[config.mk]
export PLATFORM = sky130hd
export DESIGN_NAME = beep_pattern_detector
export DESIGN_NICKNAME = d
export VERILOG_FILES = /design/src/sv/bpd_pkg.sv /design/src/sv/bpd_cfg.sv /design/src/sv/bpd_fsm.sv /design/src/sv/beep_pattern_detector.sv
export SDC_FILE = /design/constraint.sdc
export NUM_CORES = 1
export LEC_CHECK = 0
export ABC_AREA = 0
export BUFFER_PORTS_ARGS = -buffer_cell sky130_fd_sc_hd__buf_2
export CAP_MARGIN = 20
export CORE_ASPECT_RATIO = 1.75
export CORE_MARGIN = 2
export CORE_UTILIZATION = 40
export CTS_CLUSTER_DIAMETER = 200
export DETAILED_ROUTE_END_ITERATION = 7
export GPL_TIMING_DRIVEN = 0
export PLACE_DENSITY = 0.55
export REMOVE_ABC_BUFFERS = 1
export SETUP_SLACK_MARGIN = 0.15
export SKIP_CTS_REPAIR_TIMING = 1
export SYNTH_ARGS = -nofsm -noshare
export SYNTH_HDL_FRONTEND = slang
export SYNTH_HIERARCHICAL = 1
export SYNTH_SLANG_ARGS = --single-unit
[constraint.sdc]
create_clock -name aclk -period 9.6 [get_ports aclk]
set_input_delay 1.92 -clock aclk [delete_from_list [all_inputs] [get_ports aclk]]
set_output_delay 1.92 -clock aclk [all_outputs]
set_load 0.005 [all_outputs]
[src/sv/bpd_pkg.sv]
package bpd_pkg;

    // Fixed field widths
    localparam int CFG_W      = 17;
    localparam int CFG_IDX_W  = 3;
    localparam int LIMIT_W    = 8;
    localparam int TIMEOUT_W  = 17;
    localparam int ELAPSED_W  = 12;
    localparam int COUNT_W    = 8;
    localparam int PHASE_W    = 2;

    // Register indexes on the configuration port
    typedef enum logic [CFG_IDX_W-1:0] {
        CFG_MIN_BEEP     = 3'd0,
        CFG_MAX_BEEP     = 3'd1,
        CFG_MAX_GAP      = 3'd2,
        CFG_BEEPS_NEEDED = 3'd3,
        CFG_TIMEOUT      = 3'd4
    } cfg_idx_t;

    // Register values after reset
    localparam logic [LIMIT_W-1:0]   MIN_BEEP_RST     = 8'd3;
    localparam logic [LIMIT_W-1:0]   MAX_BEEP_RST     = 8'd15;
    localparam logic [LIMIT_W-1:0]   MAX_GAP_RST      = 8'd30;
    localparam logic [LIMIT_W-1:0]   BEEPS_NEEDED_RST = 8'd3;
    localparam logic [TIMEOUT_W-1:0] TIMEOUT_RST      = 17'd10999;

    // Phase codes as reported on the result channel
    localparam logic [PHASE_W-1:0] PHASE_IDLE = 2'd0;
    localparam logic [PHASE_W-1:0] PHASE_BEEP = 2'd1;
    localparam logic [PHASE_W-1:0] PHASE_GAP  = 2'd2;

    // Pattern machine states
    typedef enum logic [2:0] {
        ST_IDLE = 3'b001,
        ST_BEEP = 3'b010,
        ST_GAP  = 3'b100
    } state_t;

    typedef struct packed {
        logic [LIMIT_W-1:0]   min_beep_frames;
        logic [LIMIT_W-1:0]   max_beep_frames;
        logic [LIMIT_W-1:0]   max_gap_frames;
        logic [LIMIT_W-1:0]   beeps_needed;
        logic [TIMEOUT_W-1:0] timeout_ms;
    } cfg_t;

    typedef struct packed {
        logic               alarm_detected;
        logic [COUNT_W-1:0] beeps_seen;
        logic [PHASE_W-1:0] phase;
    } result_t;

endpackage

[src/sv/bpd_cfg.sv]
module bpd_cfg (
    input  logic                               aclk,
    input  logic                               aresetn,
    input  logic                               cfg_wr_en,
    input  logic [bpd_pkg::CFG_IDX_W-1:0]      cfg_index,
    input  logic [bpd_pkg::CFG_W-1:0]          cfg_data,
    output bpd_pkg::cfg_t                      cfg
);

    bpd_pkg::cfg_t cfg_reg;

    // Write one register per request; ignore unknown indexes
    always_ff @(posedge aclk) begin
        if (!aresetn) begin
            cfg_reg.min_beep_frames <= bpd_pkg::MIN_BEEP_RST;
            cfg_reg.max_beep_frames <= bpd_pkg::MAX_BEEP_RST;
            cfg_reg.max_gap_frames  <= bpd_pkg::MAX_GAP_RST;
            cfg_reg.beeps_needed    <= bpd_pkg::BEEPS_NEEDED_RST;
            cfg_reg.timeout_ms      <= bpd_pkg::TIMEOUT_RST;
        end else if (cfg_wr_en) begin
            case (cfg_index)
                bpd_pkg::CFG_MIN_BEEP: begin
                    cfg_reg.min_beep_frames <= cfg_data[bpd_pkg::LIMIT_W-1:0];
                end
                bpd_pkg::CFG_MAX_BEEP: begin
                    cfg_reg.max_beep_frames <= cfg_data[bpd_pkg::LIMIT_W-1:0];
                end
                bpd_pkg::CFG_MAX_GAP: begin
                    cfg_reg.max_gap_frames <= cfg_data[bpd_pkg::LIMIT_W-1:0];
                end
                bpd_pkg::CFG_BEEPS_NEEDED: begin
                    cfg_reg.beeps_needed <= cfg_data[bpd_pkg::LIMIT_W-1:0];
                end
                bpd_pkg::CFG_TIMEOUT: begin
                    cfg_reg.timeout_ms <= cfg_data[bpd_pkg::TIMEOUT_W-1:0];
                end
                default: begin
                end
            endcase
        end
    end

    assign cfg = cfg_reg;

endmodule

[src/sv/bpd_fsm.sv]
module bpd_fsm #(
    parameter int FRAME_COUNT_BITS = 9,
    parameter int ELAPSED_BITS     = 17
) (
    input  logic                           aclk,
    input  logic                           aresetn,
    input  logic                           step,
    input  logic                           tone,
    input  logic [bpd_pkg::ELAPSED_W-1:0]  elapsed,
    input  bpd_pkg::cfg_t                  cfg,
    output bpd_pkg::result_t               res_next,
    output logic [bpd_pkg::COUNT_W-1:0]    beeps_cur
);

    localparam int SUM_W   = ELAPSED_BITS + 1;
    localparam int CMP_W   = (ELAPSED_BITS > bpd_pkg::TIMEOUT_W) ?
                             ELAPSED_BITS : bpd_pkg::TIMEOUT_W;
    localparam int RUN_CW  = (FRAME_COUNT_BITS > bpd_pkg::LIMIT_W) ?
                             FRAME_COUNT_BITS : bpd_pkg::LIMIT_W;

    bpd_pkg::state_t               phase_reg, phase_next;
    logic [FRAME_COUNT_BITS-1:0]   run_reg, run_next;
    logic [bpd_pkg::COUNT_W-1:0]   total_reg, total_next;
    logic [ELAPSED_BITS-1:0]       acc_reg, acc_next;

    logic [SUM_W-1:0]              acc_sum;
    logic [ELAPSED_BITS-1:0]       acc_sat;
    logic                          timed_out;
    bpd_pkg::state_t               phase_a;
    logic [FRAME_COUNT_BITS-1:0]   run_a, run_inc;
    logic [bpd_pkg::COUNT_W-1:0]   total_a, total_inc;

    // Accumulate elapsed time, saturating, and check the timeout
    always_comb begin
        acc_sum   = SUM_W'({1'b0, acc_reg}) + SUM_W'(elapsed);
        acc_sat   = acc_sum[ELAPSED_BITS] ? '1 : acc_sum[ELAPSED_BITS-1:0];
        timed_out = CMP_W'(acc_sat) > CMP_W'(cfg.timeout_ms);
        phase_a   = timed_out ? bpd_pkg::ST_IDLE : phase_reg;
        run_a     = timed_out ? '0 : run_reg;
        total_a   = timed_out ? '0 : total_reg;
        run_inc   = (run_a == '1) ? run_a : run_a + 1'b1;
        total_inc = (total_a == '1) ? total_a : total_a + 1'b1;
    end

    // Advance the idle, beep and gap machine
    always_comb begin
        phase_next = phase_a;
        run_next   = run_a;
        total_next = total_a;
        acc_next   = acc_sat;
        case (phase_a)
            bpd_pkg::ST_BEEP: begin
                if (tone) begin
                    run_next = run_inc;
                    if (RUN_CW'(run_inc) > RUN_CW'(cfg.max_beep_frames)) begin
                        phase_next = bpd_pkg::ST_IDLE;
                        run_next   = '0;
                        total_next = '0;
                    end
                end else if (RUN_CW'(run_a) >= RUN_CW'(cfg.min_beep_frames)) begin
                    phase_next = bpd_pkg::ST_GAP;
                    run_next   = '0;
                    total_next = total_inc;
                    acc_next   = '0;
                end else begin
                    phase_next = bpd_pkg::ST_IDLE;
                    run_next   = '0;
                    total_next = '0;
                end
            end
            bpd_pkg::ST_GAP: begin
                if (tone) begin
                    phase_next = bpd_pkg::ST_BEEP;
                    run_next   = FRAME_COUNT_BITS'(1);
                    acc_next   = '0;
                end else begin
                    run_next = run_inc;
                    if (RUN_CW'(run_inc) > RUN_CW'(cfg.max_gap_frames)) begin
                        phase_next = bpd_pkg::ST_IDLE;
                        run_next   = '0;
                        total_next = '0;
                    end
                end
            end
            default: begin
                phase_next = bpd_pkg::ST_IDLE;
                if (tone) begin
                    phase_next = bpd_pkg::ST_BEEP;
                    run_next   = FRAME_COUNT_BITS'(1);
                    acc_next   = '0;
                end
            end
        endcase
    end

    // Hold state between frames
    always_ff @(posedge aclk) begin
        if (!aresetn) begin
            phase_reg <= bpd_pkg::ST_IDLE;
            run_reg   <= '0;
            total_reg <= '0;
            acc_reg   <= '0;
        end else if (step) begin
            phase_reg <= phase_next;
            run_reg   <= run_next;
            total_reg <= total_next;
            acc_reg   <= acc_next;
        end
    end

    // Form the result of this frame
    always_comb begin
        res_next.alarm_detected = total_next >= cfg.beeps_needed;
        res_next.beeps_seen     = total_next;
        case (phase_next)
            bpd_pkg::ST_BEEP: res_next.phase = bpd_pkg::PHASE_BEEP;
            bpd_pkg::ST_GAP:  res_next.phase = bpd_pkg::PHASE_GAP;
            default:          res_next.phase = bpd_pkg::PHASE_IDLE;
        endcase
    end

    assign beeps_cur = total_reg;

endmodule

[src/sv/beep_pattern_detector.sv]
// Channel    | Ports                                   | Direction
// -----------+-----------------------------------------+----------
// config     | cfg_wr_en, cfg_index, cfg_data          | in
// frame in   | s_valid/s_ready, s_tone_present, s_elapsed_ms | in
// result out | m_valid/m_ready, m_alarm_detected, m_beeps_seen, m_phase | out
//
// One frame request per cycle while s_ready is high; a taken request waits in the
// input register, then the machine update loads the result register and raises
// m_valid once the result slot is free or being read.
// Reset (aresetn low at a clock edge) clears the machine to idle and loads the
// register reset values. A stalled result holds while the input register
// still takes the next request; s_ready drops only when both stages are full.
module beep_pattern_detector #(
    parameter int FRAME_COUNT_BITS = 9,
    parameter int ELAPSED_BITS     = 17
) (
    input  logic                           aclk,
    input  logic                           aresetn,
    input  logic                           cfg_wr_en,
    input  logic [bpd_pkg::CFG_IDX_W-1:0]  cfg_index,
    input  logic [bpd_pkg::CFG_W-1:0]      cfg_data,
    input  logic                           s_valid,
    output logic                           s_ready,
    input  logic                           s_tone_present,
    input  logic [bpd_pkg::ELAPSED_W-1:0]  s_elapsed_ms,
    output logic                           m_valid,
    input  logic                           m_ready,
    output logic                           m_alarm_detected,
    output logic [bpd_pkg::COUNT_W-1:0]    m_beeps_seen,
    output logic [bpd_pkg::PHASE_W-1:0]    m_phase
);

    bpd_pkg::cfg_t                 cfg;
    bpd_pkg::result_t              res_next;
    bpd_pkg::result_t              res_reg;
    logic [bpd_pkg::COUNT_W-1:0]   beeps_cur;

    logic                          in_valid_reg, in_valid_next;
    logic                          tone_reg;
    logic [bpd_pkg::ELAPSED_W-1:0] elapsed_reg;
    logic                          out_valid_reg, out_valid_next;
    logic                          s_accept;
    logic                          advance;

    bpd_cfg u_cfg (
        .aclk      (aclk),
        .aresetn   (aresetn),
        .cfg_wr_en (cfg_wr_en),
        .cfg_index (cfg_index),
        .cfg_data  (cfg_data),
        .cfg       (cfg)
    );

    bpd_fsm #(
        .FRAME_COUNT_BITS (FRAME_COUNT_BITS),
        .ELAPSED_BITS     (ELAPSED_BITS)
    ) u_fsm (
        .aclk      (aclk),
        .aresetn   (aresetn),
        .step      (advance),
        .tone      (tone_reg),
        .elapsed   (elapsed_reg),
        .cfg       (cfg),
        .res_next  (res_next),
        .beeps_cur (beeps_cur)
    );

    // Move the held request into the machine when the result slot frees up
    assign advance  = in_valid_reg && (!out_valid_reg || m_ready);
    assign s_ready  = !in_valid_reg || advance;
    assign s_accept = s_valid && s_ready;

    always_comb begin
        in_valid_next = in_valid_reg;
        if (s_accept) begin
            in_valid_next = 1'b1;
        end else if (advance) begin
            in_valid_next = 1'b0;
        end
        out_valid_next = out_valid_reg;
        if (advance) begin
            out_valid_next = 1'b1;
        end else if (m_ready) begin
            out_valid_next = 1'b0;
        end
    end

    // Hold the valid flags
    always_ff @(posedge aclk) begin
        if (!aresetn) begin
            in_valid_reg  <= 1'b0;
            out_valid_reg <= 1'b0;
        end else begin
            in_valid_reg  <= in_valid_next;
            out_valid_reg <= out_valid_next;
        end
    end

    // Capture request and result payloads
    always_ff @(posedge aclk) begin
        if (s_accept) begin
            tone_reg    <= s_tone_present;
            elapsed_reg <= s_elapsed_ms;
        end
        if (advance) begin
            res_reg <= res_next;
        end
    end

    assign m_valid          = out_valid_reg;
    assign m_alarm_detected = res_reg.alarm_detected;
    assign m_beeps_seen     = res_reg.beeps_seen;
    assign m_phase          = res_reg.phase;

`ifndef ASSERT_OFF
    // A frame handed to the machine shows up as a result next cycle
    a_advance_loads: assert property (@(posedge aclk) disable iff (!aresetn)
        advance |=> m_valid)
        else $error("advanced frame did not produce a result");

    // An idle result always carries a cleared beep count
    a_idle_zero: assert property (@(posedge aclk) disable iff (!aresetn)
        (m_valid && (m_phase == bpd_pkg::PHASE_IDLE)) |-> (m_beeps_seen == '0))
        else $error("idle result with nonzero beep count");

    // The beep count clears, holds or steps by one per frame
    a_count_step: assert property (@(posedge aclk) disable iff (!aresetn)
        advance |-> ((res_next.beeps_seen == '0) ||
                     (res_next.beeps_seen == beeps_cur) ||
                     (res_next.beeps_seen == bpd_pkg::COUNT_W'(beeps_cur + 1'b1))))
        else $error("beep count jumped");
`endif

endmodule

### Word-level counts from Yosys, hierarchy flattened

Cells that the tools add are included.

* logic and storage cells: 82
* RAM bits: 0
* latch bits: 0
* input bits: 38
* bits in registers: 112
* output and inout port bits: 13
* memories: 0
* ROM bits: 0

* bitwise logic cells: 0
* shifts and indexed selects: 0
* muxes and demuxes: 34
* divide/modulo/power cells: 0
* reduce and logical (&&, ||, !) cells: 14
* equality and inequality tests: 10
* add/sub/neg operators: 3
* $mul: 0
* $lt $le $gt $ge: 5

Operator list (number)
* 17-bit 2-to-1 mux: 5
* 9-bit 2-to-1 mux: 7
* 8-bit 2-to-1 mux: 7
* 17-bit by 12-bit adder with 18-bit output: 1
* 9-bit by 8-bit greater-than comparator with 1-bit output: 2
* 3-bit 2-to-1 mux: 6
* 9-bit one-hot mux with 2 select lines: 1
* 17-bit greater-than comparator: 1
* 8-bit one-hot mux with 2 select lines: 1
* 3-bit by 2-bit equality test with 1-bit output, second input constant: 4
* 2-bit AND reduction: 5
* 9-bit by 1-bit adder with 9-bit output, second input constant: 1
* 3-bit equality test, second input constant: 3
* 9-bit equality test, second input constant: 1
* 9-bit by 8-bit >= comparator with 1-bit output: 1
* 8-bit by 1-bit adder with 8-bit output, second input constant: 1
* 8-bit equality test, second input constant: 1
* 8-bit >= comparator: 1
* 3-bit one-hot mux with 2 select lines: 1
* 1-bit 2-to-1 mux: 4
* 2-bit one-hot mux with 2 select lines: 1
* 2-bit nonzero test: 2
* 3-bit by 1-bit equality test with 1-bit output, second input constant: 1
* 3-bit zero test: 1
* other kinds (4): 7

### Logic depth before layout (Yosys ltp)

* word-level depth: 12
* depth in mapped cells: 44
* gate-level depth less buffers: 43

### By module

The synthesis kept the hierarchy.

By module, submodules not included
* bpd_fsm: times used 1, area an instance 4117.7 um^2, sequential area each 740.7 um^2, cells an instance 539
* bpd_cfg: times used 1, area an instance 1975.6 um^2, sequential area each 980.9 um^2, cells an instance 193
* beep_pattern_detector: times used 1, area an instance 824.5 um^2, sequential area each 760.7 um^2, cells an instance 33

### Least setup slack after synthesis

OpenSTA, ideal clock, no wires.

* path type: reg2reg
* start: register elapsed_reg[0] (netlist bit)
* end: register res_reg (netlist bit m_alarm_detected), data pin
* library setup time: 0.254 ns
* arrival time: 8.462 ns
* period minus slack after synthesis: 8.716 ns
* stages on the path, launching flop included: 43
* required time: 9.346 ns
* path slack: 0.884 ns
* buffers on the path: 1
* cell sequence: edfxtp_1 ha_1 fa_1 a211o_1 a2111oi_0 o31ai_1 nand2_1 nand2b_1 a21o_1 nor2_1 o21ai_0 ha_1 a21oi_1 o21ai_0 a221oi_1 o211ai_1 nand2_1 clkbuf_1 (+7 left out) ha_1 nand4_1 o22a_1 a21boi_0 and2_1 o2bb2ai_1 or2b_4 o21ai_0 nand2_1 ha_1 nand2b_1 a21o_1 a21o_1 a21o_1 a21o_1 a21o_1 a21o_1 a21o_1

RTL lines
* start, declared: RTL line beep_pattern_detector.sv:40 `logic [bpd_pkg::ELAPSED_W-1:0] elapsed_reg;`
* start signal, assigned: RTL line beep_pattern_detector.sv:103 `elapsed_reg <= s_elapsed_ms;`
* end signal, assigned: RTL line beep_pattern_detector.sv:106 `res_reg <= res_next;`
* end, declared: RTL line beep_pattern_detector.sv:35 `bpd_pkg::result_t res_reg;`

==> out/qor.csv <==
metric,value,unit
fin_crit,9013,ps
crit_required,9730,ps
wl_per_cell,16.76,µm
drive_gt1_share,16.05,%
ant_nets,0,
layout.nets,913,
synthArstFlopShare,0,%
slowest_delay,440,ps
worst_slew_pin_slew,1032,ps
yosysWarnings,6,
max_freq,111.0,MHz
yosysSeqAreaShare,35.88,%
final-hold-violation-count,0,
die_w,103.4,µm
tns,0,ps
crit_path_end_kind,flop,
ff2ff_setup_slack,590,ps
ios,51,
power_leakage,3.545,nW
first_pass_iters,5,
whs,461.1,ps
utilization,46.38,%
startpoint,elapsed_reg[0],
final_cell_mix,"dfxtp_1 (88), nand2_1 (82), inv_1 (61), ha_1 (61), buf_2 (50)",
io_buffers,50,
clk_pin_slew,80,ps
synthTopCellsByArea,"dfxtp_1 (25%), ha_1 (11%), edfxtp_1 (10%), mux2i_1 (7.1%), nand2_1 (4.5%)",
grt_usage,19.61,%
core,16950,µm²
die_y,178.0,µm
synthCells,765,
run_status,"finished, final reports clean",
relSlewSlack,30.94,%
die-area,18400,µm²
area_growth,13.62,%
antenna_cells,0,
grt_pass1_wl,27.70,mm
cpMostUsedCell,a21o_1,
synth_edf_count,24,
layout.cells.most_common,dfxtp_1,
skew,14.14,ps
grt_antenna_before_repair,0,
grt_setup_unrepaired,no,
cts-root-buf,clkbuf_16,
cts.sink_count,112,
initial_core_util,40.82,%
arrival,9140,ps
via_per_inst,5.411,
setup.worst_path.start_class,flop,
dp.cells,1014,
critPathMaxFanout,6,
dp_hpwl,13.22,mm
fin_cells,1043,
yosysTopAreaCell,dfxtp_1,
slowest_stage,a2111oi_4,
grt_pass1_vias,5717,
r2r_start,elapsed_reg[0],
critical_path_class,reg -> reg,
clk_latency,360,ps
dominantRegCellSynth,dfxtp_1,
p_per_area,128.5,nW/µm²
clockBufferDepth,2,
power,0.001010,W
yosys_register_bits,112,
drtIter0Drc,294,
cp-endpoint,m_alarm_detected,
syn_area,6918,µm²
yosys.cell_types.count,84,
hp-class,reg -> reg,
syn_area_per_cell,9.043,µm²
synthDominantCellAreaShare,25.47,%
slew_violations,0,
finalWirelength,17.48,mm
largest_reg_flops,49,
gp_congestion,0.8838,
finalCritPeriodShare,93.88,%
r2r_end,m_alarm_detected,
num_rows,63,
setup-violations-final,0,
drc,0,
max-vdd-ir-drop,0.07917,mV
drv_cap,0,
overflow,0,
r2r_cells,40,
dr_total_vias,5644,
h-tree-depth,3,
grt_max_degree,61,
cts_buffers,9,
cts_tree,yes,
cells in the mapped netlist, types with 3 or more instances:
| master | n |
|---|---|
| a211oi_1 | 9 |
| a21o_1 | 20 |
| a21oi_1 | 37 |
| a22o_1 | 20 |
| a31oi_1 | 7 |
| and2_1 | 10 |
| and3_1 | 3 |
| buf_2 | 3 |
| buf_6 | 4 |
| clkbuf_1 | 21 |
| dfxtp_1 | 88 |
| edfxtp_1 | 24 |
| ha_1 | 63 |
| inv_1 | 62 |
| mux2_2 | 4 |
| mux2i_1 | 49 |
| nand2_1 | 83 |
| nand2b_1 | 5 |
| nand3_1 | 16 |
| nand4_1 | 12 |
| nor2_1 | 47 |
| nor2b_1 | 40 |
| nor3_1 | 13 |
| o211ai_1 | 3 |
| o21a_1 | 8 |
| o21ai_0 | 14 |
| o22ai_1 | 4 |
| o31ai_1 | 6 |
| or2_2 | 6 |
| xnor2_1 | 8 |
| xor2_1 | 4 |
cells by family (layout without fill, tap and decap cells):
logic type      Yosys count  after routing  synth area share [%]
flops                   112            112                 35.88
buf+inv                  95            145                 5.986
compound gates          165            165                 17.13
fa+ha+maj                64             64                 11.68
mux                      53             53                 7.741
xor+xnor                 12             12                 1.519
simple gates            264            265                 20.06
metal layers:
| layer | vias to the layer above | track usage, % | wire [µm] |
|---|---|---|---|
| li1 | 2822 | - | - |
| met3 | 47 | 2.586 | 488 |
| met2 | 144 | 35.97 | 9418 |
| met4 | 0 | 12.06 | 866 |
| met1 | 2631 | 20.36 | 6704 |
| met5 | - | 0 | 0 |
worst min path at each step:
stage | startpoint | end | slack [ps] | cells after the start
2_1_floorplan | u_fsm/acc_reg[0] | u_fsm/acc_reg[0] | 430 | 2
3_3_place_gp | u_cfg/cfg[8] | u_cfg/cfg[8] | 450 | 2
3_5_place_dp | u_cfg/cfg[8] | u_cfg/cfg[8] | 450 | 2
4_1_cts | u_cfg/cfg[8] | u_cfg/cfg[8] | 460 | 2
5_1_grt | u_cfg/cfg[10] | u_cfg/cfg[10] | 480 | 2
6_report | u_cfg/cfg[8] | u_cfg/cfg[8] | 460 | 2
stage by stage:
stage	instance area [µm²]	setup slack, ps
6_report	7860	587.2
5_1_grt	7860	128.0
4_1_cts	7649	-1359
3_5_place_dp	7343	-1328
3_3_place_gp	7274	-1246
2_1_floorplan	6740	850.5
critical path, delay by kind of cell (launching register included):
family | cells | cell delay, ps
flip-flops | 1 | 380
buffers and inverters | 1 | 100
multiplexers | 1 | 340
AO/OA/AOI/OAI | 17 | 3620
AND/OR/NAND/NOR | 15 | 2680
adder cells (fa/ha/maj) | 6 | 1640
cell type report:
type | instances | area (µm²)
fill | 1673 | 9087
sequential | 112 | 2482
inverter | 63 | 236.5
multi-input combinational | 559 | 4156
clock buffer | 10 | 250.2
timing repair buffer | 66 | 395.4
clock inverter | 6 | 55.05
tap | 227 | 284.0
power by group:
group          leakage [nW]  internal, W  switching [W]
Sequential            0.944     0.000493     0.00000855
Clock                 0.153     0.000198       0.000193
Combinational          2.45    0.0000494      0.0000678
Power figures use the tool's default switching activity.
